===== config.mk =====
export PLATFORM = sky130hd
export DESIGN_NAME = multiplexed_seven_segment_meter_core
export DESIGN_NICKNAME = d
export VERILOG_FILES = /design/src/rtl/mss_pkg.sv /design/src/rtl/mss_scale.sv /design/src/rtl/mss_digit.sv /design/src/rtl/multiplexed_seven_segment_meter_core.sv
export SDC_FILE = /design/constraint.sdc
export NUM_CORES = 1
export LEC_CHECK = 0
export BUFFER_PORTS_ARGS = -buffer_cell sky130_fd_sc_hd__buf_2
export CAP_MARGIN = 20
export CORE_ASPECT_RATIO = 0.9
export CORE_MARGIN = 3
export CORE_UTILIZATION = 55
export CTS_CLUSTER_SIZE = 10
export DETAILED_ROUTE_END_ITERATION = 6
export PLACE_DENSITY_LB_ADDON = 0.2
export SETUP_SLACK_MARGIN = 0.1
export SYNTH_ARGS = -nofsm -noshare
export SYNTH_HDL_FRONTEND = slang
export SYNTH_HIERARCHICAL = 1
export SYNTH_SLANG_ARGS = --single-unit

===== constraint.sdc =====
create_clock -name clock -period 10.1 [get_ports clock]
set_input_delay 2.02 -clock clock [delete_from_list [all_inputs] [get_ports clock]]
set_output_delay 2.02 -clock clock [all_outputs]
set_load 0.05 [all_outputs]

===== src/rtl/mss_pkg.sv =====
// Shared types, codes and constants for the multiplexed seven-segment meter.
// Used by every module of the block; depends on nothing else.
package mss_pkg;

   // Field widths.
   localparam int LIMIT_W = 16;
   localparam int CODE_W  = 10;
   localparam int KIND_W  = 2;
   localparam int VALUE_W = 13;
   localparam int POS_W   = 2;
   localparam int SEG_W   = 8;
   localparam int SEL_W   = 4;
   localparam int DIGIT_W = 4;

   // Reset value of the sample limit register.
   localparam logic [LIMIT_W-1:0] LIMIT_RESET = 16'd100;

   // Largest value the display path can hold.
   localparam logic [VALUE_W-1:0] VALUE_MAX = 13'd8191;

   // Beat kinds on the request channel.
   localparam logic [KIND_W-1:0] KIND_TICK   = 2'd0;
   localparam logic [KIND_W-1:0] KIND_BUTTON = 2'd1;
   localparam logic [KIND_W-1:0] KIND_CONV   = 2'd2;

   // Digit positions, in the order they are scanned.
   localparam logic [POS_W-1:0] POS_UNITS     = 2'd0;
   localparam logic [POS_W-1:0] POS_TENS      = 2'd1;
   localparam logic [POS_W-1:0] POS_HUNDREDS  = 2'd2;
   localparam logic [POS_W-1:0] POS_THOUSANDS = 2'd3;

   // One-hot digit enables.
   localparam logic [SEL_W-1:0] SEL_UNITS     = 4'b1000;
   localparam logic [SEL_W-1:0] SEL_TENS      = 4'b0100;
   localparam logic [SEL_W-1:0] SEL_HUNDREDS  = 4'b0010;
   localparam logic [SEL_W-1:0] SEL_THOUSANDS = 4'b0001;

   // Decimal point bit of the segment word.
   localparam logic [SEG_W-1:0] DP_MASK = 8'b1000_0000;

   // Temperature scaling: floor(code * FULL_SCALE / ADC_STEPS), done as a
   // multiply by a rounded-up reciprocal. The shift leaves an error below
   // one part in ADC_STEPS over the whole code range, so the floor is exact.
   localparam int ADC_STEPS   = 1024;
   localparam int FULL_SCALE  = 5000;
   localparam int ScaleShift  = CODE_W + $clog2(ADC_STEPS) + 1;
   localparam longint unsigned ScaleMult =
      ((longint'(FULL_SCALE) << ScaleShift) + longint'(ADC_STEPS) - 1)
      / longint'(ADC_STEPS);
   localparam int SCALE_MULT_W = $clog2(ScaleMult + 1);
   localparam int SCALE_PROD_W = CODE_W + SCALE_MULT_W;

   // Reciprocals for splitting the shown value into decimal digits.
   // Each shift is wide enough to be exact for every VALUE_W-bit value.
   localparam int Div10Shift   = VALUE_W + 4;
   localparam int Div100Shift  = VALUE_W + 7;
   localparam int Div1000Shift = VALUE_W + 10;
   localparam int unsigned Div10Mult   = ((32'd1 << Div10Shift) + 9) / 10;
   localparam int unsigned Div100Mult  = ((32'd1 << Div100Shift) + 99) / 100;
   localparam int unsigned Div1000Mult = ((32'd1 << Div1000Shift) + 999) / 1000;

   // Request beat.
   typedef struct packed {
      logic [KIND_W-1:0] kind;
      logic [CODE_W-1:0] pot_code;
      logic [CODE_W-1:0] conv_code;
   } req_item_type;

   // Response beat.
   typedef struct packed {
      logic [SEG_W-1:0] segments;
      logic [SEL_W-1:0] digit_select;
      logic             start_conversion;
   } rsp_item_type;

   // Display drive from the digit decoder.
   typedef struct packed {
      logic [SEG_W-1:0] segments;
      logic [SEL_W-1:0] digit_select;
   } disp_type;

   // Seven-segment pattern for one decimal digit, segments a..g in bits 0..6.
   function automatic logic [SEG_W-1:0] seg_decode(input logic [DIGIT_W-1:0] digit);
      logic [SEG_W-1:0] seg;
      unique case (digit)
         4'd0:    seg = 8'h3F;
         4'd1:    seg = 8'h06;
         4'd2:    seg = 8'h5B;
         4'd3:    seg = 8'h4F;
         4'd4:    seg = 8'h66;
         4'd5:    seg = 8'h6D;
         4'd6:    seg = 8'h7D;
         4'd7:    seg = 8'h07;
         4'd8:    seg = 8'h7F;
         4'd9:    seg = 8'h6F;
         default: seg = 8'h00;
      endcase
      return seg;
   endfunction

endpackage


===== src/rtl/mss_scale.sv =====
// Temperature scaler: converter code to saturated display value.
// Depends on mss_pkg for the reciprocal constants and widths.
module mss_scale import mss_pkg::*; (
   input  logic [CODE_W-1:0]  conv_code,
   output logic [VALUE_W-1:0] scaled
);

   logic [SCALE_PROD_W-1:0] prod;
   logic [SCALE_PROD_W-1:0] quot;

   // Multiply by the reciprocal, drop the fraction bits, then saturate.
   always_comb begin
      prod = SCALE_PROD_W'(conv_code) * SCALE_PROD_W'(ScaleMult);
      quot = prod >> ScaleShift;
      if (quot > SCALE_PROD_W'(VALUE_MAX)) begin
         scaled = VALUE_MAX;
      end else begin
         scaled = VALUE_W'(quot);
      end
   end

endmodule


===== src/rtl/mss_digit.sv =====
// Digit decoder: picks one decimal digit of the shown value and drives
// its segments and enable. Depends on mss_pkg for constants and seg_decode.
module mss_digit import mss_pkg::*; (
   input  logic [VALUE_W-1:0] value,
   input  logic [POS_W-1:0]   position,
   input  logic               temp_mode,
   output disp_type           disp
);

   logic [31:0]        prod10;
   logic [31:0]        prod100;
   logic [31:0]        prod1000;
   logic [VALUE_W-1:0] q10;
   logic [VALUE_W-1:0] q100;
   logic [VALUE_W-1:0] q1000;
   logic [DIGIT_W-1:0] digit0;
   logic [DIGIT_W-1:0] digit1;
   logic [DIGIT_W-1:0] digit2;
   logic [DIGIT_W-1:0] digit3;
   logic [DIGIT_W-1:0] digit;

   // Quotients by 10, 100 and 1000 in parallel through reciprocals.
   always_comb begin
      prod10   = 32'(value) * Div10Mult;
      prod100  = 32'(value) * Div100Mult;
      prod1000 = 32'(value) * Div1000Mult;
      q10      = VALUE_W'(prod10 >> Div10Shift);
      q100     = VALUE_W'(prod100 >> Div100Shift);
      q1000    = VALUE_W'(prod1000 >> Div1000Shift);
   end

   // Each digit is a quotient less ten times the next one up.
   always_comb begin
      digit0 = DIGIT_W'(value - VALUE_W'({q10, 3'b000} + {q10, 1'b0}));
      digit1 = DIGIT_W'(q10 - VALUE_W'({q100, 3'b000} + {q100, 1'b0}));
      digit2 = DIGIT_W'(q100 - VALUE_W'({q1000, 3'b000} + {q1000, 1'b0}));
      digit3 = DIGIT_W'(q1000);
   end

   // Select the scanned digit and light the decimal point on tens in
   // temperature mode.
   always_comb begin
      unique case (position)
         POS_UNITS: begin
            digit             = digit0;
            disp.digit_select = SEL_UNITS;
         end
         POS_TENS: begin
            digit             = digit1;
            disp.digit_select = SEL_TENS;
         end
         POS_HUNDREDS: begin
            digit             = digit2;
            disp.digit_select = SEL_HUNDREDS;
         end
         POS_THOUSANDS: begin
            digit             = digit3;
            disp.digit_select = SEL_THOUSANDS;
         end
      endcase
      disp.segments = seg_decode(digit);
      if (position == POS_TENS && temp_mode) begin
         disp.segments = disp.segments | DP_MASK;
      end
   end

endmodule


===== src/rtl/multiplexed_seven_segment_meter_core.sv =====
// Top level of the four-digit multiplexed seven-segment meter.
// Depends on mss_pkg, mss_scale and mss_digit.
//
// Every request beat goes through an input register; a tick beat is then
// worked into a response register, so the block takes one beat per clock
// cycle unless a held tick is blocked by a stalled, full response register.
// A tick beat gives exactly one response beat (segments, one-hot
// digit enable, conversion request); button and conversion-complete beats
// and the unused kind give none. The cycle is set by the temperature
// scaling multiplier and by the digit split and segment decode, each one
// reciprocal multiply deep. The response register and the input register
// act as a two-entry pipe, so a new beat is taken while a response waits;
// stall on the response side reaches req_stall only when both are full.
// The sample limit is written through the csr port, which is always ready.
module multiplexed_seven_segment_meter_core import mss_pkg::*; (
   input  logic               clock,
   input  logic               reset,
   input  logic               req_valid,
   output logic               req_stall,
   input  req_item_type       req_item,
   output logic               rsp_valid,
   input  logic               rsp_stall,
   output rsp_item_type       rsp_item,
   input  logic               csr_valid,
   output logic               csr_ready,
   input  logic [LIMIT_W-1:0] csr_data
);

   logic               in_valid_ff, in_valid_in;
   req_item_type       in_item_ff;
   logic               out_valid_ff, out_valid_in;
   rsp_item_type       out_item_ff, out_item_in;
   logic [LIMIT_W-1:0] sample_limit_ff;
   logic [LIMIT_W-1:0] tick_count_ff, tick_count_in;
   logic [POS_W-1:0]   digit_pos_ff, digit_pos_in;
   logic [VALUE_W-1:0] shown_value_ff, shown_value_in;
   logic [VALUE_W-1:0] scaled_temp_ff, scaled_temp_in;
   logic               temp_mode_ff, temp_mode_in;

   logic               accept;
   logic               is_tick;
   logic               out_free;
   logic               advance;
   logic               tick_fire;
   logic               reload;
   logic [VALUE_W-1:0] scaled;
   disp_type           disp;

   // Handshake: the held beat moves on unless it is a tick and the
   // response register is still occupied and stalled.
   always_comb begin
      is_tick   = (in_item_ff.kind == KIND_TICK);
      out_free  = !out_valid_ff || !rsp_stall;
      advance   = in_valid_ff && (!is_tick || out_free);
      tick_fire = advance && is_tick;
      req_stall = in_valid_ff && !advance;
      accept    = req_valid && !req_stall;
      csr_ready = 1'b1;
      rsp_valid = out_valid_ff;
      rsp_item  = out_item_ff;
   end

   // Datapath units.
   mss_scale u_scale (
      .conv_code (in_item_ff.conv_code),
      .scaled    (scaled)
   );

   mss_digit u_digit (
      .value     (shown_value_ff),
      .position  (digit_pos_ff),
      .temp_mode (temp_mode_ff),
      .disp      (disp)
   );

   // State update for the beat that leaves the input register.
   always_comb begin
      tick_count_in  = tick_count_ff;
      digit_pos_in   = digit_pos_ff;
      shown_value_in = shown_value_ff;
      scaled_temp_in = scaled_temp_ff;
      temp_mode_in   = temp_mode_ff;
      reload         = (tick_count_ff == sample_limit_ff);
      if (advance) begin
         priority if (in_item_ff.kind == KIND_BUTTON) begin
            temp_mode_in = !temp_mode_ff;
         end else if (in_item_ff.kind == KIND_CONV) begin
            if (temp_mode_ff) begin
               scaled_temp_in = scaled;
            end
         end else if (in_item_ff.kind == KIND_TICK) begin
            digit_pos_in = digit_pos_ff + POS_W'(1);
            if (reload) begin
               tick_count_in  = '0;
               shown_value_in = temp_mode_ff ? scaled_temp_ff
                                             : VALUE_W'(in_item_ff.pot_code);
            end else begin
               tick_count_in = tick_count_ff + LIMIT_W'(1);
            end
         end else begin
            tick_count_in = tick_count_ff;
         end
      end
   end

   // Response register contents and occupancy.
   always_comb begin
      out_item_in.segments         = disp.segments;
      out_item_in.digit_select     = disp.digit_select;
      out_item_in.start_conversion = reload && temp_mode_ff;
      if (tick_fire) begin
         out_valid_in = 1'b1;
      end else if (!rsp_stall) begin
         out_valid_in = 1'b0;
      end else begin
         out_valid_in = out_valid_ff;
      end
      if (accept) begin
         in_valid_in = 1'b1;
      end else if (advance) begin
         in_valid_in = 1'b0;
      end else begin
         in_valid_in = in_valid_ff;
      end
   end

   // Control and state registers.
   always_ff @(posedge clock) begin
      if (reset) begin
         in_valid_ff     <= 1'b0;
         out_valid_ff    <= 1'b0;
         sample_limit_ff <= LIMIT_RESET;
         tick_count_ff   <= '0;
         digit_pos_ff    <= POS_UNITS;
         shown_value_ff  <= '0;
         scaled_temp_ff  <= '0;
         temp_mode_ff    <= 1'b0;
      end else begin
         in_valid_ff    <= in_valid_in;
         out_valid_ff   <= out_valid_in;
         tick_count_ff  <= tick_count_in;
         digit_pos_ff   <= digit_pos_in;
         shown_value_ff <= shown_value_in;
         scaled_temp_ff <= scaled_temp_in;
         temp_mode_ff   <= temp_mode_in;
         if (csr_valid && csr_ready) begin
            sample_limit_ff <= csr_data;
         end
      end
   end

   // Payload registers.
   always_ff @(posedge clock) begin
      if (accept) begin
         in_item_ff <= req_item;
      end
      if (tick_fire) begin
         out_item_ff <= out_item_in;
      end
   end

`ifndef SYNTHESIS
   // A tick that leaves the input register is shown in the next cycle.
   a_tick_shown: assert property (@(posedge clock) disable iff (reset)
      tick_fire |=> rsp_valid)
      else $error("tick beat did not reach the response register");

   // Every tick moves the scan to the next digit.
   a_scan_step: assert property (@(posedge clock) disable iff (reset)
      tick_fire |=> digit_pos_ff == $past(digit_pos_ff) + POS_W'(1))
      else $error("digit scan did not advance on a tick");

   // Back pressure only arises while a beat is held.
   a_stall_held: assert property (@(posedge clock) disable iff (reset)
      req_stall |-> in_valid_ff && is_tick && out_valid_ff && rsp_stall)
      else $error("request stalled without a blocked tick");

   // The decimal point is only ever lit on the tens digit.
   a_dp_tens: assert property (@(posedge clock) disable iff (reset)
      rsp_valid && rsp_item.segments[SEG_W-1] |-> rsp_item.digit_select == SEL_TENS)
      else $error("decimal point lit outside the tens digit");

   // Exactly one digit is enabled in every response.
   a_sel_onehot: assert property (@(posedge clock) disable iff (reset)
      rsp_valid |-> $onehot(rsp_item.digit_select))
      else $error("digit enable is not one-hot");
`endif

endmodule

Yosys cells after proc, flatten, opt, wreduce, memory -nomap -nowiden
Memory sizes are Yosys's and may differ from the RTL's. A register that Yosys moved wholly into a read port is not among the register bits. Cells that the tools add are included.

Flip-flop bits (word level): 91. Bits in latches: 0. Memory bits (writable): 0. Memory bits (read-only): 112. Bits of input ports: 43. Output and inout bits: 16. Word-level logic and storage cells: 67. Memories kept: 1.

Add/subtract/negate cells: 8. $mul: 4. Divide/modulo/power cells: 0. Magnitude comparators: 1. Equal/unequal tests: 7. Shift operators: 0. Muxes and demuxes: 9. Bitwise operators: 2. Reductions and logical operators: 21.

Memory list: (no name shown) (depth 16, width 7, read ports 1, clocked after Yosys merged registers in 1, write ports 0, line mss_pkg.sv:85) `unique case (digit)`.

Operators by type and width (count): case mux 4 bit (4 select lines) (2); multiplier 13 x 14 -> 27 bit, second input constant (1); 2-to-1 mux 13 bit (2); multiplier 13 x 13 -> 23 bit, second input constant (1); multiplier 10 x 10 -> 20 bit, second input constant (1); multiplier 13 x 12 -> 19 bit, second input constant (1); adder 16 x 1 -> 16 bit, second input constant (1); == test 16 bit (1); 2-to-1 mux 16 bit (1); > comparator 13 bit, second input constant (1); adder 4 bit (3); subtractor 4 bit (3); AND reduction 4 bit (2); == test 2 bit, second input constant (3); logical AND 1 bit (6); logical NOT 1 bit (6); AND reduction 5 bit (1); == test 2 x 1 -> 1 bit, second input constant (2); logical NOT 2 bit (2); 2-to-1 mux 1 bit (4); adder 2 x 1 -> 2 bit, second input constant (1); logical OR 1 bit (2); inequality test 2 x 1 -> 1 bit, second input constant (1); inverter 1 bit (2); 2 further kinds (2).

Longest topological paths before layout
Gate-level depths: netlist of run 1.

Word-level depth: 9. Gate-level depth with buffers: 26. Depth with buffers taken out: 26.

Cells and area by module
Netlist of run 1, hierarchy kept.

By module, submodules not included: mss_digit (instances 1, cells an instance 783, area an instance 7320.8 µm², seq. area each 0.0 µm²); multiplexed_seven_segment_meter_core (instances 1, cells an instance 329, area an instance 3932.5 µm², seq. area each 2312.2 µm²); mss_scale (instances 1, cells an instance 187, area an instance 1612.8 µm², seq. area each 0.0 µm²).

Worst setup path after synthesis of run 1
No wires, ideal clock.

Path kind: register -> register. Start: reg shown_value_ff[5]. End: reg, netlist name rsp_item[9]. Setup time: 273 ps. Data arrival time: 6344 ps. Required time: 9827 ps. Setup slack: 3483 ps. Cell stages (with the launch flop): 25. Path buffers: 0. Period minus slack after synthesis: 6617 ps. Cells stage by stage: dfxtp_1 -> inv_1 -> ha_1 -> fa_1 -> inv_1 -> fa_1 -> inv_1 -> fa_1 -> fa_1 -> inv_1 -> ha_1 -> a211oi_1 -> nor2_1 -> o221ai_1 -> a21boi_0 -> o311ai_1 -> ha_1 -> xnor2_1 -> xnor2_1 -> xnor2_1 -> xnor2_1 -> xnor2_1 -> xnor3_1 -> o221ai_4 -> mux2i_1.

Cells in the longest elaborated chain, start to end: 4. Elaborated cells between the ends (all ways): 10. Classes of those cells: 6 x add/sub; 3 x mul; 1 x mux.

RTL lines: from (decl) (line multiplexed_seven_segment_meter_core.sv:36) `logic [VALUE_W-1:0] shown_value_ff, shown_value_in;`; from (signal assigned) (line multiplexed_seven_segment_meter_core.sv:143) `shown_value_ff <= shown_value_in;`; multiplier 13 x 14 -> 27 bit (tied with other cells) (line mss_digit.sv:26) `prod1000 = 32'(value) * Div1000Mult;`; adder 4 bit, on equally long branches (line mss_digit.sv:36, mss_digit.sv:34, mss_digit.sv:35); subtractor 4 bit, on equally long branches (line mss_digit.sv:36, mss_digit.sv:34, mss_digit.sv:35); case mux 4 bit (4 select lines) * (line mss_digit.sv:43) `unique case (position)`.

Mark *: on every way between the ends. The rest lies on a longest branch, timed or not. A chain may end at the register's enable or synchronous reset.

Worst setup path in the final report of run 1
Start: reg shown_value_ff[5]. End: reg, netlist name rsp_item[5].

Cells in the longest elaborated chain, start to end: 4. Elaborated cells between the ends (all ways): 10. Classes of those cells: 6 x add/sub; 3 x mul; 1 x mux.

RTL lines (line): multiplier 13 x 14 -> 27 bit (tied with other cells) (mss_digit.sv:26); adder 4 bit, on equally long branches (mss_digit.sv:36, mss_digit.sv:34, mss_digit.sv:35); subtractor 4 bit, on equally long branches (mss_digit.sv:36, mss_digit.sv:34, mss_digit.sv:35); case mux 4 bit (4 select lines) * (mss_digit.sv:43).

Marked as above.

==> flow_summary_export.csv, run 1 <==
group,metric,value,unit
cts,clk_pin_slew,0.07,ns
route,drt_iter0_drc,416,
worst_setup_path,r2r_slack,2.46,ns
sta,fin_crit_sh,0.757,
sta,finalSetupViolations,0,
finish,fillers,1988,
worst_setup_path,cp_data_arrival_time,7.83,ns
worst_setup_path,path_class,"reg2reg",
sta,worst_hold_slack,0.497,ns
route,final_antenna_net_count,0,
logic_synthesis,synth_nets,1729,
worst_setup_path,cp_slowest_cell,"dfxtp_1",
sta,clock.fmax,0.131,GHz
logic_synthesis,ys_ff_latch,98,
finish,finish.instance_area,13800,um2
cts,clk_latency,0.35,ns
placement,placedCellCount,1635,
global_routing,grt_first_pass_wirelength,44100,um
logic_synthesis,synth_edf_count,35,
logic_synthesis,synth_area,12900,um2
placement,dpl_cell_area,13400,um2
global_routing,antenna_found_initial,0,
worst_setup_path,critical_path_buf_inv_count,4,
run_status,status,"finished, final reports clean",
worst_setup_path,crit_family,"adder cells",
cts,clockRootBuffer,"clkbuf_16",
finish,syn2layout_area_growth,7.15,%
placement,gp_congestion,0.878,
power_and_ir_drop,power_frac_clock,0.308,
worst_setup_path,path_cells,"inv_1 -> ha_1 -> fa_1 -> inv_1 -> fa_1 -> inv_1 -> fa_1 -> fa_1 -> inv_1 -> ha_1 -> a211oi_1 -> nor2_1 -> o221ai_1 -> a21boi_0 -> o311ai_1 -> ha_1 -> xnor2_1 -> xnor2_1 -> xnor2_1 -> xnor2_1 -> xnor2_1 -> xnor3_1 -> o221ai_4 -> mux2i_1",
worst_setup_path,crit_required,10.28,ns
cts,cts_resized,0,
logic_synthesis,synth_ff_type,"dfxtp_1",
sta,slew_headroom,0.345,
power_and_ir_drop,pwr-share-seq,0.376,
finish,fin_cells,1653,
floorplan,ioPinCount,59,
sta,hold_viol_final,0,
job,cap_violations,0,
power_and_ir_drop,p_per_area,82.8,nW/um2
logic_synthesis,ys_warn_count,6,
worst_setup_path,cp_common_cell,"xnor2_1",
sta,worstMarginPinSlew,0.978,ns
route,avgRoutedWirePerCell,16.1,um
worst_setup_path,cp_max_fo,13,
finish,drive_gt1_frac,0.0988,
worst_setup_path,endpoint_kind,"register",
floorplan,start_util,0.565,
finish,fin_nets,1781,
placement,dp_hpwl,22600,um
floorplan,dieArea,25300,um2
finish,multi_input_area,9280,um2
finish,layout_commonest_cell,"inv_1",
global_routing,grt_max_degree,52,
route,drc,0,
route,first_pass_iters,4,
sta,fin_skew,0.0117,ns
power_and_ir_drop,ir_drop,0.115,mV
finish,final_util,0.605,
route,drt_wl_total,26600,um
logic_synthesis,synthArstFlopShare,0,
floorplan,die_w,167,um
sta,rsz0062_at_grt,"no",
floorplan,fp-row-count,52,
sta,tns,0,ns
finish,regArea,2310,um2
power_and_ir_drop,pwr-share-comb,0.316,
cts,htree_levels,3,
finish,final_cell_mix,"307 x inv_1, 257 x ha_1, 130 x fa_1, 72 x nor2_1, 63 x dfxtp_1",
power_and_ir_drop,leakagePower,0.00744,uW
logic_synthesis,synth_cells,1299,
logic_synthesis,ys_seq_area_frac,0.180,
cts,cts_buffer_depth,2,
hold_path,hold_path.class,"reg2reg",
global_routing,grt_use_total,0.218,
power_and_ir_drop,switching_share,0.333,
route,routed-via-count,8821,
route,vias_per_cell,5.34,
cts,cts_made_buffers,9,
power_and_ir_drop,intPower,762,uW
logic_synthesis,syn_avg_cell_area,9.90,um2
sta,finalWorstPathRequiredPeriod,7.64,ns
cts,tritoncts,"done",
finish,num_antenna_cells,0,
worst_setup_path,critPathLaunchType,"register",
cts,post-cts-setup-buffer-count,0,
logic_synthesis,synth.distinct_cells,84,
cts,cts_hold_buf,0,
floorplan,die-height,151,um
power_and_ir_drop,switchingPower,380,uW
floorplan,core_area,22800,um2
worst_setup_path,critPathMaxStageDelay,0.80,ns
sta,slew_viol_final,0,
global_routing,first_global_vias,8990,
placement,port_buffers,57,
global_routing,overflow,0,
cts,clock_sinks,98,
## final cells by class
type                       instances  share of cell area
inverter                         308              0.0839
clock buffer                      10              0.0182
clock inverter                     6             0.00472
tap                              297              0.0270
timing repair buffer              62              0.0257
multi-input combinational        872               0.673
sequential                        98               0.168
## synth_stat cells, types with 6 or more instances
library cell	n	area [um2]
and2_1	8	50.1
buf_2	6	30.0
mux2i_1	46	460
dfxtp_1	63	1260
nand4_1	16	100
a211oi_1	6	45.0
a21oi_2	10	87.6
xnor2_1	28	245
o21ai_0	24	120
a21o_1	6	45.0
nor2_1	72	270
ha_1	257	3220
edfxtp_1	35	1050
nand2_1	39	146
nand3_1	20	100
xor2_1	40	350
inv_1	307	1150
a311oi_2	8	120
fa_1	130	2600
clkbuf_1	9	33.8
a21oi_1	40	200
## sequential cells by signal, summed over array words and instances (netlist names)
name and count:
shown_value_ff 13, scaled_temp_ff 13, rsp_valid 1, sample_limit_ff 16, rsp_item 13, temp_mode_ff 1
in_valid_ff 1, tick_count_ff 16, digit_pos_ff 2, in_item_ff 22
## power groups by stage
stage | Sequential (uW) | Combinational [uW] | Clock [uW]
floorplan | 437 | 278 | 0
global placement | 438 | 354 | 0
detailed placement | 438 | 358 | 0
CTS | 429 | 364 | 363
global route | 430 | 411 | 375
finish | 429 | 361 | 352
## cell families after synthesis
kind of cell,after synthesis,share of synthesized area
AND/OR/NAND/NOR,209,0.0838
buffers and inverters,329,0.0995
AO/OA/AOI/OAI,155,0.0931
XOR/XNOR,71,0.0515
multiplexers,49,0.0399
adder cells (fa/ha/maj),387,0.452
flip-flops,98,0.180
other,1,0.000291
## worst reg2reg max path, delay by kind of cell, from the launching register on
kind	cells	cell delay, ns
compound gates	5	1.62
xor+xnor	6	1.13
fa+ha+maj	7	3.10
buf+inv	4	0.46
flops	1	0.80
mux	1	0.26
simple gates	1	0.14
## metal layers
layer / wire length [um] / vias up / global-route usage / part of all wire
li1: - / 4404 / - / -
met1: 12800 / 4253 / 0.301 / 0.48
met2: 12400 / 123 / 0.361 / 0.47
met3: 600 / 41 / 0.0219 / 0.023
met4: 832 / 0 / 0.0789 / 0.031
met5: 0 / - / 0 / 0
## metrics by stage
| stage | total power (uW) | setup WS (ns) |
|---|---|---|
| 2_1_floorplan | 714 | 3.48 |
| 4_1_cts | 1160 | 2.50 |
| 5_1_grt | 1220 | 2.12 |
| 3_5_place_dp | 796 | 2.51 |
| 6_report | 1140 | 2.46 |
| 3_3_place_gp | 792 | 2.60 |
## final timing paths
kind,startpoint,endpoint,cells after the start
worst max-delay path,shown_value_ff[5]$_SDFFE_PP0P_,rsp_item[5]$_DFFE_PP_,24
worst min-delay path,scaled_temp_ff[11]$_SDFFE_PP0P_,shown_value_ff[11]$_SDFFE_PP0P_,2
worst max register to register,shown_value_ff[5]$_SDFFE_PP0P_,rsp_item[5]$_DFFE_PP_,24
worst min register to register,scaled_temp_ff[11]$_SDFFE_PP0P_,shown_value_ff[11]$_SDFFE_PP0P_,2
Note: power is estimated with default switching activity, not from simulation.
==> inputs of run 2 (changes only) <==
==> constraint.sdc (replaced) <==
create_clock -name clock -period 7.32 [get_ports clock]
set_input_delay 1.464 -clock clock [delete_from_list [all_inputs] [get_ports clock]]
set_output_delay 1.464 -clock clock [all_outputs]
set_load 0.05 [all_outputs]
==> run 2 against run 1 <==
Fmax is 13% higher. Worst hold slack worse by 0.0074 ns. Register-to-register slack worse by 1.9 ns. Cell area is 0.62% higher. Sequential power is 38% higher. Critical path type unchanged. Critical endpoint is now rsp_item[7]$_DFFE_PP_. Highest routed layer unchanged.
==> flow_summary_export.csv, run 2 (synthesis gave the netlist of run 1 again) <==
group,metric,value,unit
worst_setup_path,cp_max_fo,7,
route,vias_per_cell,5.36,
worst_setup_path,critPathMaxStageDelay,0.63,ns
global_routing,first_global_vias,9155,
cts,clk_pin_slew,0.08,ns
sta,tns,0,ns
placement,dpl_cell_area,13500,um2
power_and_ir_drop,ir_drop,0.172,mV
run_status,status,"finished, final reports clean",
sta,fin_crit_sh,0.927,
route,first_pass_iters,5,
finish,syn2layout_area_growth,7.81,%
power_and_ir_drop,p_per_area,112,nW/um2
sta,slew_viol_final,0,
floorplan,die-height,151,um
route,drt_wl_total,27600,um
worst_setup_path,endpoint_kind,"register",
worst_setup_path,path_class,"reg2reg",
global_routing,overflow,0,
global_routing,grt_use_total,0.225,
sta,hold_viol_final,0,
sta,worstMarginPinSlew,0.967,ns
finish,regMostFlops,"in_item_ff",
cts,cts_hold_buf,0,
worst_setup_path,path_cells,"buf_4 -> inv_1 -> fa_1 -> inv_1 -> fa_1 -> inv_1 -> fa_1 -> fa_1 -> inv_1 -> ha_1 -> nand2_1 -> o21ai_0 -> nand2_1 -> and4_1 -> nor2_1 -> ha_1 -> xnor2_1 -> xnor2_1 -> xnor2_1 -> xnor2_1 -> xnor2_1 -> xnor3_1 -> o221ai_4 -> mux2i_1",
cts,clockRootBuffer,"clkbuf_16",
global_routing,grt_max_degree,52,
hold_path,hold_path.class,"reg2reg",
finish,reg_top3,"in_item_ff x22, sample_limit_ff x16, tick_count_ff x16",
cts,cts_buffer_depth,2,
route,drc,0,
floorplan,start_util,0.565,
finish,final_cell_mix,"306 x inv_1, 254 x ha_1, 130 x fa_1, 72 x nor2_1, 57 x buf_2",
global_routing,busiest_layer,"met2",
placement,port_buffers,57,
cts,clock_sinks,98,
sta,finalWorstPathRequiredPeriod,6.79,ns
floorplan,ioPinCount,59,
finish,layout_commonest_cell,"inv_1",
global_routing,globalRouteMet2Util,0.384,
sta,worst_hold_slack,0.490,ns
sta,rsz0062_at_grt,"no",
job,cap_violations,0,
cts,cts_made_buffers,9,
finish,finish.instance_area,13900,um2
finish,fin_cells,1666,
global_routing,grt_use_met3,0.0269,
sta,finalSetupViolations,0,
global_routing,met1_usage,0.308,
finish,largest_reg_flops,22,
worst_setup_path,cp_slowest_cell,"fa_1",
cts,clk_latency,0.35,ns
route,routed-via-count,8928,
route,drt_iter0_drc,360,
worst_setup_path,cp_common_cell,"xnor2_1",
global_routing,antenna_found_initial,0,
power_and_ir_drop,total_power,1550,uW
placement,gp_congestion,0.901,
worst_setup_path,cp_data_arrival_time,6.87,ns
power_and_ir_drop,leakagePower,0.00749,uW
sta,clock.fmax,0.147,GHz
floorplan,core_area,22800,um2
floorplan,dieArea,25300,um2
finish,drive_gt1_frac,0.117,
cts,htree_levels,3,
floorplan,fp-row-count,52,
placement,dp_hpwl,23500,um
placement,placedCellCount,1647,
cts,tritoncts,"done",
finish,fin_nets,1794,
worst_setup_path,crit_required,7.40,ns
worst_setup_path,critPathLaunchType,"register",
route,final_antenna_net_count,0,
floorplan,die_w,167,um
route,avgRoutedWirePerCell,16.6,um
sta,slew_headroom,0.352,
sta,fin_skew,0.0126,ns
finish,num_antenna_cells,0,
global_routing,grt_first_pass_wirelength,45600,um
[run 2: routing by layer]
metal	part of all wire	up-vias
li1	-	4414
met1	0.47	4306
met2	0.47	177
met5	0	-
met4	0.023	0
met3	0.037	31
[run 2: what timing repair did]
item,CTS,global route
endpoints found under the setup margin,0,7
resized for setup,0,14
buffers inserted,0,2
[run 2: area by class of cell]
type                    instances  area [um2]
well taps                     297         372
inverters                     308        1160
flip-flops and latches         98        2320
clock buffers                   9         225
clock inverters                 7        68.8
multi-input cells             872        9290
repair buffers                 75         428
fillers                      1923        8900
[run 2: worst paths after layout]
kind                                         from                              end  slack [ns]  depth (start not counted)
setup / recovery  shown_value_ff[11]$_SDFFE_PP0P_            rsp_item[7]$_DFFE_PP_        0.53                         24
hold / removal    scaled_temp_ff[10]$_SDFFE_PP0P_  shown_value_ff[10]$_SDFFE_PP0P_        0.49                          2
setup reg to reg  shown_value_ff[11]$_SDFFE_PP0P_            rsp_item[7]$_DFFE_PP_        0.53                         24
hold reg to reg   scaled_temp_ff[10]$_SDFFE_PP0P_  shown_value_ff[10]$_SDFFE_PP0P_        0.49                          2
[run 2: power breakdown]
part | internal [uW] | total, uW | leakage [uW] | switching [uW]
clock | 241 | 470 | 0.000147 | 229
sequential | 579 | 592 | 0.000851 | 13.2
combinational | 210 | 493 | 0.00649 | 283
total | 1030 | 1550 | 0.00749 | 525
[run 2: metrics by stage]
stage | util | worst slack [ns]
after floorplan | - | 0.703
after global placement | 0.593 | 0.578
after detailed placement | 0.593 | 0.426
after CTS | 0.606 | 0.424
after global routing | 0.609 | 0.122
final | 0.609 | 0.534
[run 2: worst max-delay path, delay by kind of cell, from the launching register on]
kind / cells / cell delay, ns
flip-flops: 1 / 0.54
AO/OA/AOI/OAI: 2 / 0.72
adder cells (fa/ha/maj): 6 / 2.67
multiplexers: 1 / 0.12
XOR/XNOR: 6 / 1.15
AND/OR/NAND/NOR: 4 / 0.71
buffers and inverters: 5 / 0.63
